## src/rtl/pcs_pkg.sv

```systemverilog
// Shared widths, item codes and parameter defaults for the path corridor splice block.
`timescale 1ns / 1ps

package pcs_pkg;

   // Fixed widths of the item fields
   localparam int FUNC_W     = 2;
   localparam int REF_PORT_W = 32;
   localparam int INDEX_W    = 6;
   localparam int LEN_W      = 7;

   // Parameter defaults
   localparam int PATH_DEPTH_DEF    = 64;
   localparam int VISITED_DEPTH_DEF = 16;
   localparam int REF_WIDTH_DEF     = 32;

   // Reset value of the path limit register
   localparam logic [LEN_W-1:0] PATH_LIMIT_RST = 7'd64;

   typedef enum logic [FUNC_W-1:0] {
      FUNC_PATH_APPEND  = 2'd0,
      FUNC_VISIT_APPEND = 2'd1,
      FUNC_SPLICE       = 2'd2,
      FUNC_CLEAR        = 2'd3
   } func_type;

endpackage

```

## src/rtl/path_corridor_splice.sv

```systemverilog
// Top level: path and visited stores in synchronous RAMs, splice sequencer and result output.
`timescale 1ns / 1ps
//
//  channel | direction | handshake             | payload
//  --------+-----------+-----------------------+---------------------------------------------
//  req     | in        | req_valid / req_stall | func, poly_ref
//  rsp     | out       | rsp_valid / rsp_stall | entry_ref, entry_index, path_length,
//          |           |                       | spliced, empty_path, dropped, last
//  csr     | in        | csr_wr_en             | path limit (7 bits)
//
//  Appends and clear are done in S_IDLE; req_stall is high for the whole splice.
//  A splice tests path entries from the top down, one visited compare per cycle. A hit
//  rebuilds the path through single RAM ports; after a read of the first entry the path
//  streams out an entry per cycle, and rsp_stall freezes the output entry in place.
//  Synchronous reset clears counts and drop flag and sets the limit to 64; RAMs keep data.

module path_corridor_splice #(
   parameter int PATH_DEPTH    = pcs_pkg::PATH_DEPTH_DEF,
   parameter int VISITED_DEPTH = pcs_pkg::VISITED_DEPTH_DEF,
   parameter int REF_WIDTH     = pcs_pkg::REF_WIDTH_DEF
) (
   input  logic                             clock,
   input  logic                             reset,
   // item input
   input  logic                             req_valid,
   output logic                             req_stall,
   input  logic [pcs_pkg::FUNC_W-1:0]       req_func,
   input  logic [pcs_pkg::REF_PORT_W-1:0]   req_poly_ref,
   // result output
   output logic                             rsp_valid,
   input  logic                             rsp_stall,
   output logic [pcs_pkg::REF_PORT_W-1:0]   rsp_entry_ref,
   output logic [pcs_pkg::INDEX_W-1:0]      rsp_entry_index,
   output logic [pcs_pkg::LEN_W-1:0]        rsp_path_length,
   output logic                             rsp_spliced,
   output logic                             rsp_empty_path,
   output logic                             rsp_dropped,
   output logic                             rsp_last,
   // path limit register
   input  logic                             csr_wr_en,
   input  logic [pcs_pkg::LEN_W-1:0]        csr_wr_data
);
   import pcs_pkg::*;

   // stored reference width: the item field is 32 bits, so never wider than that
   localparam int SW  = (REF_WIDTH < REF_PORT_W) ? REF_WIDTH : REF_PORT_W;
   localparam int PAW = $clog2(PATH_DEPTH);
   localparam int PCW = $clog2(PATH_DEPTH + 1);
   localparam int VAW = (VISITED_DEPTH > 1) ? $clog2(VISITED_DEPTH) : 1;
   localparam int VCW = $clog2(VISITED_DEPTH + 1);

   typedef enum logic [3:0] {
      S_IDLE,
      S_FETCH,   // read path entry under test and first visited entry
      S_SCAN,    // compare against one visited entry a cycle
      S_CALC,    // work out visited and tail lengths
      S_SETUP,   // tail copy direction and start addresses
      S_TAIL,    // move the kept path tail into place
      S_VIS,     // write visited entries, newest first, to the front
      S_EFETCH,  // start of output
      S_EOUT     // result on the port
   } state_type;

   // ---------------------------------------------------------------------------------------
   // Memories: one write and one registered read port each
   // ---------------------------------------------------------------------------------------
   logic [SW-1:0]  pm_mem [PATH_DEPTH];
   logic [SW-1:0]  vm_mem [VISITED_DEPTH];

   logic           pm_we, pm_re, vm_we, vm_re;
   logic [PAW-1:0] pm_waddr, pm_raddr;
   logic [VAW-1:0] vm_waddr, vm_raddr;
   logic [SW-1:0]  pm_wdata, vm_wdata;
   logic [SW-1:0]  pm_rd_ff, vm_rd_ff;

   always_ff @(posedge clock) begin
      if (pm_we) begin
         pm_mem[pm_waddr] <= pm_wdata;
      end
      if (pm_re) begin
         pm_rd_ff <= pm_mem[pm_raddr];
      end
   end

   always_ff @(posedge clock) begin
      if (vm_we) begin
         vm_mem[vm_waddr] <= vm_wdata;
      end
      if (vm_re) begin
         vm_rd_ff <= vm_mem[vm_raddr];
      end
   end

   // ---------------------------------------------------------------------------------------
   // Control registers
   // ---------------------------------------------------------------------------------------
   state_type        state_ff, state_in;
   logic [PCW-1:0]   pc_ff, pc_in;              // path count
   logic [VCW-1:0]   vc_ff, vc_in;              // visited count
   logic             drop_ff, drop_in;
   logic [LEN_W-1:0] limit_ff, limit_in;
   logic             rsp_valid_ff, rsp_valid_in;

   // splice working registers
   logic [PAW-1:0]   pi_ff, pi_in;              // path index under test / match
   logic [VAW-1:0]   cj_ff, cj_in;              // visited index in vm_rd_ff / match
   logic [PCW-1:0]   req_ff, req_in;            // visited entries kept
   logic [PCW-1:0]   rest_ff, rest_in;          // path tail entries kept
   logic             back_ff, back_in;          // tail copied top-down
   logic [PAW-1:0]   src_ff, src_in;
   logic [PAW-1:0]   dst_ff, dst_in;
   logic [VAW-1:0]   vsrc_ff, vsrc_in;
   logic [PCW-1:0]   cnt_ff, cnt_in;
   logic             wpend_ff, wpend_in;

   // output payload
   logic [PAW-1:0]   k_ff, k_in;
   logic             spliced_ff, spliced_in;
   logic             empty_ff, empty_in;
   logic             drop_rpt_ff, drop_rpt_in;

   logic             req_take, rsp_take, rsp_is_last, hit, scan_end;
   logic [LEN_W-1:0] lim_w, reqa_w, reqc_w, tail_w, room_w, restc_w;

   assign req_stall = (state_ff != S_IDLE);
   assign req_take  = req_valid && !req_stall;
   assign rsp_take  = rsp_valid_ff && !rsp_stall;

   assign rsp_is_last = empty_ff || ((PCW'(k_ff) + PCW'(1)) == pc_ff);
   assign hit         = (pm_rd_ff == vm_rd_ff);
   assign scan_end    = (VCW'(cj_ff) == (vc_ff - VCW'(1)));

   // lengths of the new path; all values stay at or below 64
   always_comb begin
      lim_w   = (limit_ff < LEN_W'(PATH_DEPTH)) ? limit_ff : LEN_W'(PATH_DEPTH);
      reqa_w  = LEN_W'(vc_ff) - LEN_W'(cj_ff);
      reqc_w  = (reqa_w < lim_w) ? reqa_w : lim_w;
      tail_w  = LEN_W'(pc_ff) - LEN_W'(pi_ff) - LEN_W'(1);
      room_w  = lim_w - reqc_w;
      restc_w = (tail_w < room_w) ? tail_w : room_w;
   end

   always_comb begin
      state_in     = state_ff;
      pc_in        = pc_ff;
      vc_in        = vc_ff;
      drop_in      = drop_ff;
      limit_in     = limit_ff;
      rsp_valid_in = rsp_valid_ff;
      pi_in        = pi_ff;
      cj_in        = cj_ff;
      req_in       = req_ff;
      rest_in      = rest_ff;
      back_in      = back_ff;
      src_in       = src_ff;
      dst_in       = dst_ff;
      vsrc_in      = vsrc_ff;
      cnt_in       = cnt_ff;
      wpend_in     = wpend_ff;
      k_in         = k_ff;
      spliced_in   = spliced_ff;
      empty_in     = empty_ff;
      drop_rpt_in  = drop_rpt_ff;

      pm_we    = 1'b0;
      pm_re    = 1'b0;
      vm_we    = 1'b0;
      vm_re    = 1'b0;
      pm_waddr = dst_ff;
      pm_raddr = src_ff;
      vm_waddr = vc_ff[VAW-1:0];
      vm_raddr = vsrc_ff;
      pm_wdata = pm_rd_ff;
      vm_wdata = SW'(req_poly_ref);

      if (csr_wr_en) begin
         limit_in = csr_wr_data;
      end

      unique case (state_ff)
         S_IDLE: begin
            if (req_take) begin
               unique case (func_type'(req_func))
                  FUNC_PATH_APPEND: begin
                     if (pc_ff < PCW'(PATH_DEPTH)) begin
                        pm_we    = 1'b1;
                        pm_waddr = pc_ff[PAW-1:0];
                        pm_wdata = SW'(req_poly_ref);
                        pc_in    = pc_ff + PCW'(1);
                     end else begin
                        drop_in = 1'b1;
                     end
                  end
                  FUNC_VISIT_APPEND: begin
                     if (vc_ff < VCW'(VISITED_DEPTH)) begin
                        vm_we = 1'b1;
                        vc_in = vc_ff + VCW'(1);
                     end else begin
                        drop_in = 1'b1;
                     end
                  end
                  FUNC_SPLICE: begin
                     drop_rpt_in = drop_ff;
                     drop_in     = 1'b0;
                     spliced_in  = 1'b0;
                     if (pc_ff == '0 || vc_ff == '0) begin
                        state_in = S_EFETCH;
                     end else begin
                        pi_in    = PAW'(pc_ff - PCW'(1));
                        state_in = S_FETCH;
                     end
                  end
                  FUNC_CLEAR: begin
                     pc_in   = '0;
                     vc_in   = '0;
                     drop_in = 1'b0;
                  end
                  default: ;
               endcase
            end
         end

         S_FETCH: begin
            pm_re    = 1'b1;
            pm_raddr = pi_ff;
            vm_re    = 1'b1;
            vm_raddr = '0;
            cj_in    = '0;
            state_in = S_SCAN;
         end

         S_SCAN: begin
            if (hit) begin
               spliced_in = 1'b1;
               state_in   = S_CALC;
            end else if (scan_end) begin
               if (pi_ff == '0) begin
                  state_in = S_EFETCH;
               end else begin
                  pi_in    = pi_ff - PAW'(1);
                  state_in = S_FETCH;
               end
            end else begin
               vm_re    = 1'b1;
               vm_raddr = cj_ff + VAW'(1);
               cj_in    = cj_ff + VAW'(1);
            end
         end

         S_CALC: begin
            req_in   = PCW'(reqc_w);
            rest_in  = PCW'(restc_w);
            state_in = S_SETUP;
         end

         S_SETUP: begin
            // visited part longer than the space before the tail: copy the tail top-down
            back_in  = (LEN_W'(req_ff) > (LEN_W'(pi_ff) + LEN_W'(1)));
            if (LEN_W'(req_ff) > (LEN_W'(pi_ff) + LEN_W'(1))) begin
               src_in = PAW'(LEN_W'(pi_ff) + LEN_W'(rest_ff));
               dst_in = PAW'(LEN_W'(req_ff) + LEN_W'(rest_ff) - LEN_W'(1));
            end else begin
               src_in = pi_ff + PAW'(1);
               dst_in = req_ff[PAW-1:0];
            end
            cnt_in   = rest_ff;
            wpend_in = 1'b0;
            state_in = S_TAIL;
         end

         S_TAIL: begin
            if (wpend_ff) begin
               pm_we    = 1'b1;
               pm_waddr = dst_ff;
               pm_wdata = pm_rd_ff;
               dst_in   = back_ff ? (dst_ff - PAW'(1)) : (dst_ff + PAW'(1));
            end
            if (cnt_ff != '0) begin
               pm_re    = 1'b1;
               pm_raddr = src_ff;
               src_in   = back_ff ? (src_ff - PAW'(1)) : (src_ff + PAW'(1));
               cnt_in   = cnt_ff - PCW'(1);
               wpend_in = 1'b1;
            end else begin
               wpend_in = 1'b0;
            end
            if (cnt_ff == '0 && !wpend_ff) begin
               vsrc_in  = VAW'(vc_ff - VCW'(1));
               dst_in   = '0;
               cnt_in   = req_ff;
               wpend_in = 1'b0;
               state_in = S_VIS;
            end
         end

         S_VIS: begin
            if (wpend_ff) begin
               pm_we    = 1'b1;
               pm_waddr = dst_ff;
               pm_wdata = vm_rd_ff;
               dst_in   = dst_ff + PAW'(1);
            end
            if (cnt_ff != '0) begin
               vm_re    = 1'b1;
               vm_raddr = vsrc_ff;
               vsrc_in  = vsrc_ff - VAW'(1);
               cnt_in   = cnt_ff - PCW'(1);
               wpend_in = 1'b1;
            end else begin
               wpend_in = 1'b0;
            end
            if (cnt_ff == '0 && !wpend_ff) begin
               pc_in    = req_ff + rest_ff;
               state_in = S_EFETCH;
            end
         end

         S_EFETCH: begin
            vc_in        = '0;
            k_in         = '0;
            empty_in     = (pc_ff == '0);
            pm_re        = (pc_ff != '0);
            pm_raddr     = '0;
            rsp_valid_in = 1'b1;
            state_in     = S_EOUT;
         end

         S_EOUT: begin
            if (rsp_take) begin
               if (rsp_is_last) begin
                  rsp_valid_in = 1'b0;
                  state_in     = S_IDLE;
               end else begin
                  // next entry lands in pm_rd_ff at the same edge
                  pm_re    = 1'b1;
                  pm_raddr = k_ff + PAW'(1);
                  k_in     = k_ff + PAW'(1);
               end
            end
         end

         default: state_in = S_IDLE;
      endcase
   end

   always_ff @(posedge clock) begin
      pi_ff       <= pi_in;
      cj_ff       <= cj_in;
      req_ff      <= req_in;
      rest_ff     <= rest_in;
      back_ff     <= back_in;
      src_ff      <= src_in;
      dst_ff      <= dst_in;
      vsrc_ff     <= vsrc_in;
      cnt_ff      <= cnt_in;
      wpend_ff    <= wpend_in;
      k_ff        <= k_in;
      spliced_ff  <= spliced_in;
      empty_ff    <= empty_in;
      drop_rpt_ff <= drop_rpt_in;
      if (reset) begin
         state_ff     <= S_IDLE;
         pc_ff        <= '0;
         vc_ff        <= '0;
         drop_ff      <= 1'b0;
         limit_ff     <= PATH_LIMIT_RST;
         rsp_valid_ff <= 1'b0;
      end else begin
         state_ff     <= state_in;
         pc_ff        <= pc_in;
         vc_ff        <= vc_in;
         drop_ff      <= drop_in;
         limit_ff     <= limit_in;
         rsp_valid_ff <= rsp_valid_in;
      end
   end

   // ---------------------------------------------------------------------------------------
   // Result port: the path RAM read register doubles as the output entry register
   // ---------------------------------------------------------------------------------------
   assign rsp_valid       = rsp_valid_ff;
   assign rsp_entry_ref   = empty_ff ? '0 : REF_PORT_W'(pm_rd_ff);
   assign rsp_entry_index = INDEX_W'(k_ff);
   assign rsp_path_length = LEN_W'(pc_ff);
   assign rsp_spliced     = spliced_ff;
   assign rsp_empty_path  = empty_ff;
   assign rsp_dropped     = drop_rpt_ff;
   assign rsp_last        = rsp_is_last;

endmodule

```

## config.mk

```make
export PLATFORM = sky130hd
export DESIGN_NAME = path_corridor_splice
export DESIGN_NICKNAME = d
export VERILOG_FILES = /design/src/rtl/pcs_pkg.sv /design/src/rtl/path_corridor_splice.sv
export SDC_FILE = /design/constraint.sdc
export NUM_CORES = 2
export LEC_CHECK = 0
export ABC_CLOCK_PERIOD_IN_PS = 5600
export BUFFER_PORTS_ARGS = -buffer_cell sky130_fd_sc_hd__buf_2
export CELL_PAD_IN_SITES_DETAIL_PLACEMENT = 1
export CELL_PAD_IN_SITES_GLOBAL_PLACEMENT = 2
export CORE_UTILIZATION = 43
export CTS_BUF_LIST = sky130_fd_sc_hd__clkbuf_4
export CTS_CLUSTER_DIAMETER = 120
export DETAILED_ROUTE_END_ITERATION = 12
export HOLD_SLACK_MARGIN = 0.08
export PLACE_DENSITY = 0.77
export SYNTH_ARGS = -nofsm -noshare
export SYNTH_HDL_FRONTEND = slang
export SYNTH_SLANG_ARGS = --single-unit
```

## constraint.sdc

```tcl
create_clock -name clock -period 5.6 [get_ports clock]
set_clock_uncertainty 0.15 [all_clocks]
set_input_delay 0.28 -clock clock [delete_from_list [all_inputs] [get_ports clock]]
set_output_delay 0.28 -clock clock [all_outputs]
set_load 0.01 [all_outputs]
```

After elaboration in Yosys (flattened, before gate mapping). Memory sizes are Yosys's and may differ from the RTL's. A register that Yosys moved wholly into a read port is not among the register bits. Cells that the tools add are included.

Bits in latches: 0. Bits in registers: 83. Bits in writable memories: 2560. Bits in read-only memories: 0. Output and inout bits: 51. Memories: 2.

Memories: pm_mem (words 64, width 32, read ports 1, clocked after memory_dff 1, wr ports 1, line path_corridor_splice.sv:67) `logic [SW-1:0] pm_mem [PATH_DEPTH];`; vm_mem (words 16, width 32, read ports 1, clocked after memory_dff 1, wr ports 1, line path_corridor_splice.sv:68) `logic [SW-1:0] vm_mem [VISITED_DEPTH];`.

Multiply operators: 0. Bitwise gates (word level): 0. Shift-type cells: 0. Reductions and logical operators: 40. Add/sub/neg operators: 23. Muxes and demuxes: 100. Order comparisons: 6. Divide/modulo/power cells: 0. Equal/unequal tests: 38.

Operators with widths (count): 32-bit two-way mux (5); 6-bit two-way mux (22); 32-bit one-hot mux with 2 select lines (1); 4-bit two-way mux (14); 7-bit two-way mux (8); 4-bit one-hot mux with 9 select lines (1); 6-bit one-hot mux with 2 select lines (3); 6-bit one-hot mux with 3 select lines (2); 2-bit inequality test (second input constant) (17); 32-bit equality test (1); 6-bit by 1-bit subtractor with 6-bit output (second input constant) (5); 7-bit one-hot mux with 2 select lines (2); 1-bit two-way mux (25); 6-bit by 1-bit adder with 6-bit output (second input constant) (4); 4-bit one-hot mux with 2 select lines (3); 7-bit one-hot mux with 3 select lines (1); 5-bit one-hot mux with 2 select lines (2); 3-bit AND reduction (6); 4-bit by 3-bit equality test with 1-bit output (second input constant) (4); 6-bit by 1-bit adder with 7-bit output (second input constant) (2); 7-bit zero test (2); 7-bit less-than comparator (2); 7-bit less-than comparator (second input constant) (2); 7-bit AND reduction (2); other kinds (43) (71).

Longest topological paths before layout.
Word-level depth: 7. Gate-level depth with buffers: 30. Gate-level depth less buffers: 29.

Least setup slack after synthesis. OpenSTA, ideal clock, no wires.

Path type: reg-to-reg. From: register cj_ff[1]. To: register rest_ff[2] (data pin). Clock period less this slack: 5.549 ns. Cell stages (with the launch flop): 31. Path buffers: 1. Data required time: 5.196 ns. Arrival: 5.145 ns. Slack: 0.051 ns. Cell sequence: edfxtp_1 -> inv_1 -> ha_1 -> nor2b_1 -> o21ai_0 -> nand2b_1 -> xnor2_1 -> inv_1 -> ha_1 -> o21ai_0 -> a31oi_1 -> o21ai_0 -> nand2_1 -> clkbuf_1 -> nand2_1 -> a21boi_0 -> ha_1 -> nor2b_1 -> o21ai_0 -> nand2b_1 -> a21oi_1 -> nor2_1 -> a21oi_1 -> a2111oi_0 -> xnor2_1 -> ha_1 -> nor2b_1 -> o21ai_0 -> and2_1 -> nor2_1 -> a21o_1.

Word-level cells in the longest chain between the ends: 6.

RTL lines: start, declared (line path_corridor_splice.sv:106) `logic [VAW-1:0] cj_ff, cj_in;`; start signal, assigned (line path_corridor_splice.sv:348) `cj_ff <= cj_in;`; 5-bit by 4-bit subtractor with 6-bit output (*) (line path_corridor_splice.sv:136) `reqa_w = LEN_W'(vc_ff) - LEN_W'(cj_ff);`; 7-bit less-than comparator (line path_corridor_splice.sv:137) `reqc_w = (reqa_w < lim_w) ? reqa_w : lim_w;`; 7-bit two-way mux (*) (line path_corridor_splice.sv:137); 7-bit subtractor (*) (line path_corridor_splice.sv:139) `room_w = lim_w - reqc_w;`; 7-bit less-than comparator (line path_corridor_splice.sv:140) `restc_w = (tail_w < room_w) ? tail_w : room_w;`; 7-bit two-way mux (*) (line path_corridor_splice.sv:140); net restc_w[2] (line path_corridor_splice.sv:123) `logic [LEN_W-1:0] lim_w, reqa_w, reqc_w, tail_w, room_w, restc_w;`; end signal, assigned (line path_corridor_splice.sv:350) `rest_ff <= rest_in;`; end, declared (line path_corridor_splice.sv:108) `logic [PCW-1:0] rest_ff, rest_in;`.

The timed path passes the listed nets; every way through them passes the cells marked *. A chain may end at the register's enable or synchronous reset.

Worst setup path in the final report.
From: register cj_ff[0]. To: register rest_ff[2] (data pin).

Word-level cells in the longest chain between the ends: 6.

RTL lines (line): 5-bit by 4-bit subtractor with 6-bit output (*) (path_corridor_splice.sv:136); 7-bit less-than comparator (path_corridor_splice.sv:137); 7-bit two-way mux (*) (path_corridor_splice.sv:137); net reqc_w[2] (path_corridor_splice.sv:123); 7-bit subtractor (*) (path_corridor_splice.sv:139); 7-bit less-than comparator (path_corridor_splice.sv:140); 7-bit two-way mux (*) (path_corridor_splice.sv:140); net restc_w[2] (path_corridor_splice.sv:123).

Marked as above.

==> flow_summary.yaml <==
outcome:
  status: "complete, but fails checks"
  violations: "design-rule violations"
timing:
  fin_hold_ws_ps: 293
  fin_ws_ps: 249
  fin_crit_sh_pct: 95.6
  final_max_slew_viol_count: 0
  worst_pin_slew_ps: 1360
  fmax_mhz: 187
  fin_crit_ps: 5350
  setup_tns_ps: 0
  hold_viol: 0
  setup_viol: 0
  slew_headroom_pct: 9.12
global_route:
  grt_pass1_wl_um: 515000
  antenna_found_initial: 33
  grt_max_degree: 147
  grt_pass1_vias: 75403
  gr-total-overflow: 0
  grt.total_usage_pct: 27.5
finish:
  seq_area_mm2: 0.0810
  multi_input_area_mm2: 0.0275
  drive_gt1_share_pct: 20.0
  syn_to_final_growth_pct: 16.6
  postLayoutCoreUtil_pct: 50.4
  final_cells: 12595
  nFillCells: 25351
  finalNetCount: 8813
  fin_area_mm2: 0.128
synth:
  yosysUniqueCellTypes: 79
  yosys.area.top_type: "edfxtp_1"
  netlist.area_leader.share_pct: 73.4
  synth_seq_cells: 2707
  syn_inst: 7798
  yosysMostFrequentCell: "edfxtp_1"
  synthSimpleGateAreaFrac_pct: 11.1
  yosysWarnings: 0
  synth_area_leaders: "edfxtp_1, nand2_1, mux2i_1"
  synth_xor_area_share_pct: 0.843
  muxShareOfSynthArea_pct: 5.07
  ys_top_cells_by_count: "edfxtp_1, nand2_1, mux2i_1, nand3_1, nor2_1"
  synth_compound_area_share_pct: 6.22
  synth_seq_area_share_pct: 73.8
  avgSynthCellArea_um2: 14.1
  netlist_area_mm2: 0.110
  synth_fa_ha_area_share_pct: 0.873
  syn_nets: 7917
  synth-async-reset-ratio_pct: 0
  synth_flop_cell: "edfxtp_1"
  synth_top_family_by_area: "simple AND/OR/NAND/NOR gates"
  synth_edf_count: 2682
placed_design:
  dp_hpwl_um: 213000
  portBuffers: 96
  gp_congestion: 0.850
  post-place-ws_ps: -85.1
  dpl-instance-area_mm2: 0.118
  dpl.cell_count: 11222
hold_path:
  hold_path.class: "flip-flop to flip-flop"
die:
  num_rows: 185
  ios: 97
  dieHeight_um: 507
  start_util_pct: 43.2
  die_x_um: 507
  core_mm2: 0.254
  fp.dieArea_mm2: 0.257
routing:
  routedWlPerCell_um: 28.6
  via_count: 73331
  drt_iter0_drc: 7580
  viasPerCell: 5.82
  drc_errors: 8
  wirelength_um: 360000
  antenna_left: 0
  dr.pass1.iters: 11
clock_network:
  htree_levels: 6
  clkTransAtPathRegs_ps: 60
  clockBufferDepth: 4
  clock-sinks: 2707
  cts_buffers: 718
  cts_tree: "done"
  clk_latency_ps: 1470
  root_buffer: "clkbuf_4"
job:
  cap_violations: 0
setup_path:
  worst-setup-path-type: "flip-flop to flip-flop"
  slowest_stage: "fa_2"
  critPathTopFamily: "compound AO/OA/AOI/OAI gates"
  arrival_ps: 6350
  required_ps: 6600
  critPathCaptureType: "flip-flop"
  worst_path_largest_cell_delay_ps: 510
  start_kind: "flip-flop"
  path_buf_inv: 4
  cp_max_fo: 4
power_and_ir_drop:
  power_mw: 70.7
  p_per_area_mw_per_mm2: 552
  p_leak_nw: 45.2
  ir_drop_uv: 490
state kept, by name, indices dropped and copies added, names as in the netlist, 7 cells and up:
register / flops
vm_mem: 512
limit_ff: 7
req_ff: 7
pm_rd_ff: 32
vm_rd_ff: 32
pm_mem: 2048
cnt_ff: 7
rest_ff: 7
rsp_path_length: 7
layout make-up:
type / count / share of cell area [%]
well taps: 3366 / 3.29
clock buffers: 1044 / 6.12
repair buffers: 638 / 4.64
inverters: 71 / 0.208
clock inverters: 193 / 0.911
flip-flops and latches: 2707 / 63.3
multi-input cells: 4558 / 21.5
diodes: 18 / 0.0352
final timing paths:
path              startpoint     endpoint  slack (ps)  cells past startpoint
setup / recovery    cj_ff[0]   rest_ff[2]         250                     27
hold / removal       drop_ff  rsp_dropped         290                      0
setup reg to reg    cj_ff[0]   rest_ff[2]         250                     27
hold reg to reg      drop_ff  rsp_dropped         290                      0
layout by cell type (no fill, tap or decap), drive strengths merged, types with 45 or more instances in the layout:
master,synthesis,routed
a21oi,284,284
a221oi,62,62
a22oi,49,49
a311oi,65,65
and3,86,86
buf,206,526
clkbuf,257,1044
clkinv,0,156
dlygate4sd3,0,112
edfxtp,2682,2682
ha,67,67
inv,71,89
mux2i,555,555
nand2,1494,1495
nand3,553,553
nor2,361,361
nor2b,45,45
o21ai,213,213
o22ai,191,191
or4,60,60
xnor2,84,84
per-layer routing:
metal	part of all wire [%]	vias up	global-route usage (%)	wire, µm
met4	3.1	12	10.2	11200
met2	47	3276	44.4	170000
met1	41	37902	37.0	149000
met3	8.1	570	5.20	29200
met5	0.021	-	0	75
li1	-	31571	-	-
cells by family after synthesis:
group / count (synthesis)
adders and majority gates: 73
AOI/OAI and AO/OA: 1049
xor gates and xnor gates: 104
and+or+nand+nor: 2775
buffers and inverters: 534
DFF: 2707
muxes: 556
timing repair:
| item | in CTS | in global routing |
|---|---|---|
| endpoints found under the hold margin | 2304 | 0 |
| hold buffers | 112 | 0 |
| gates resized for setup | 3 | 37 |
| pin swaps | 0 | 11 |
| gates cloned | 0 | 1 |
| buffers inserted | 0 | 5 |
| setup endpoints to repair | 7 | 7 |
report_power, final:
part	switching, mW	leakage (nW)	internal, mW
Sequential	0.757	24.4	25.8
Clock	8.27	5.38	9.17
Combinational	18.7	15.5	7.98
Power figures use the tool's default switching activity.
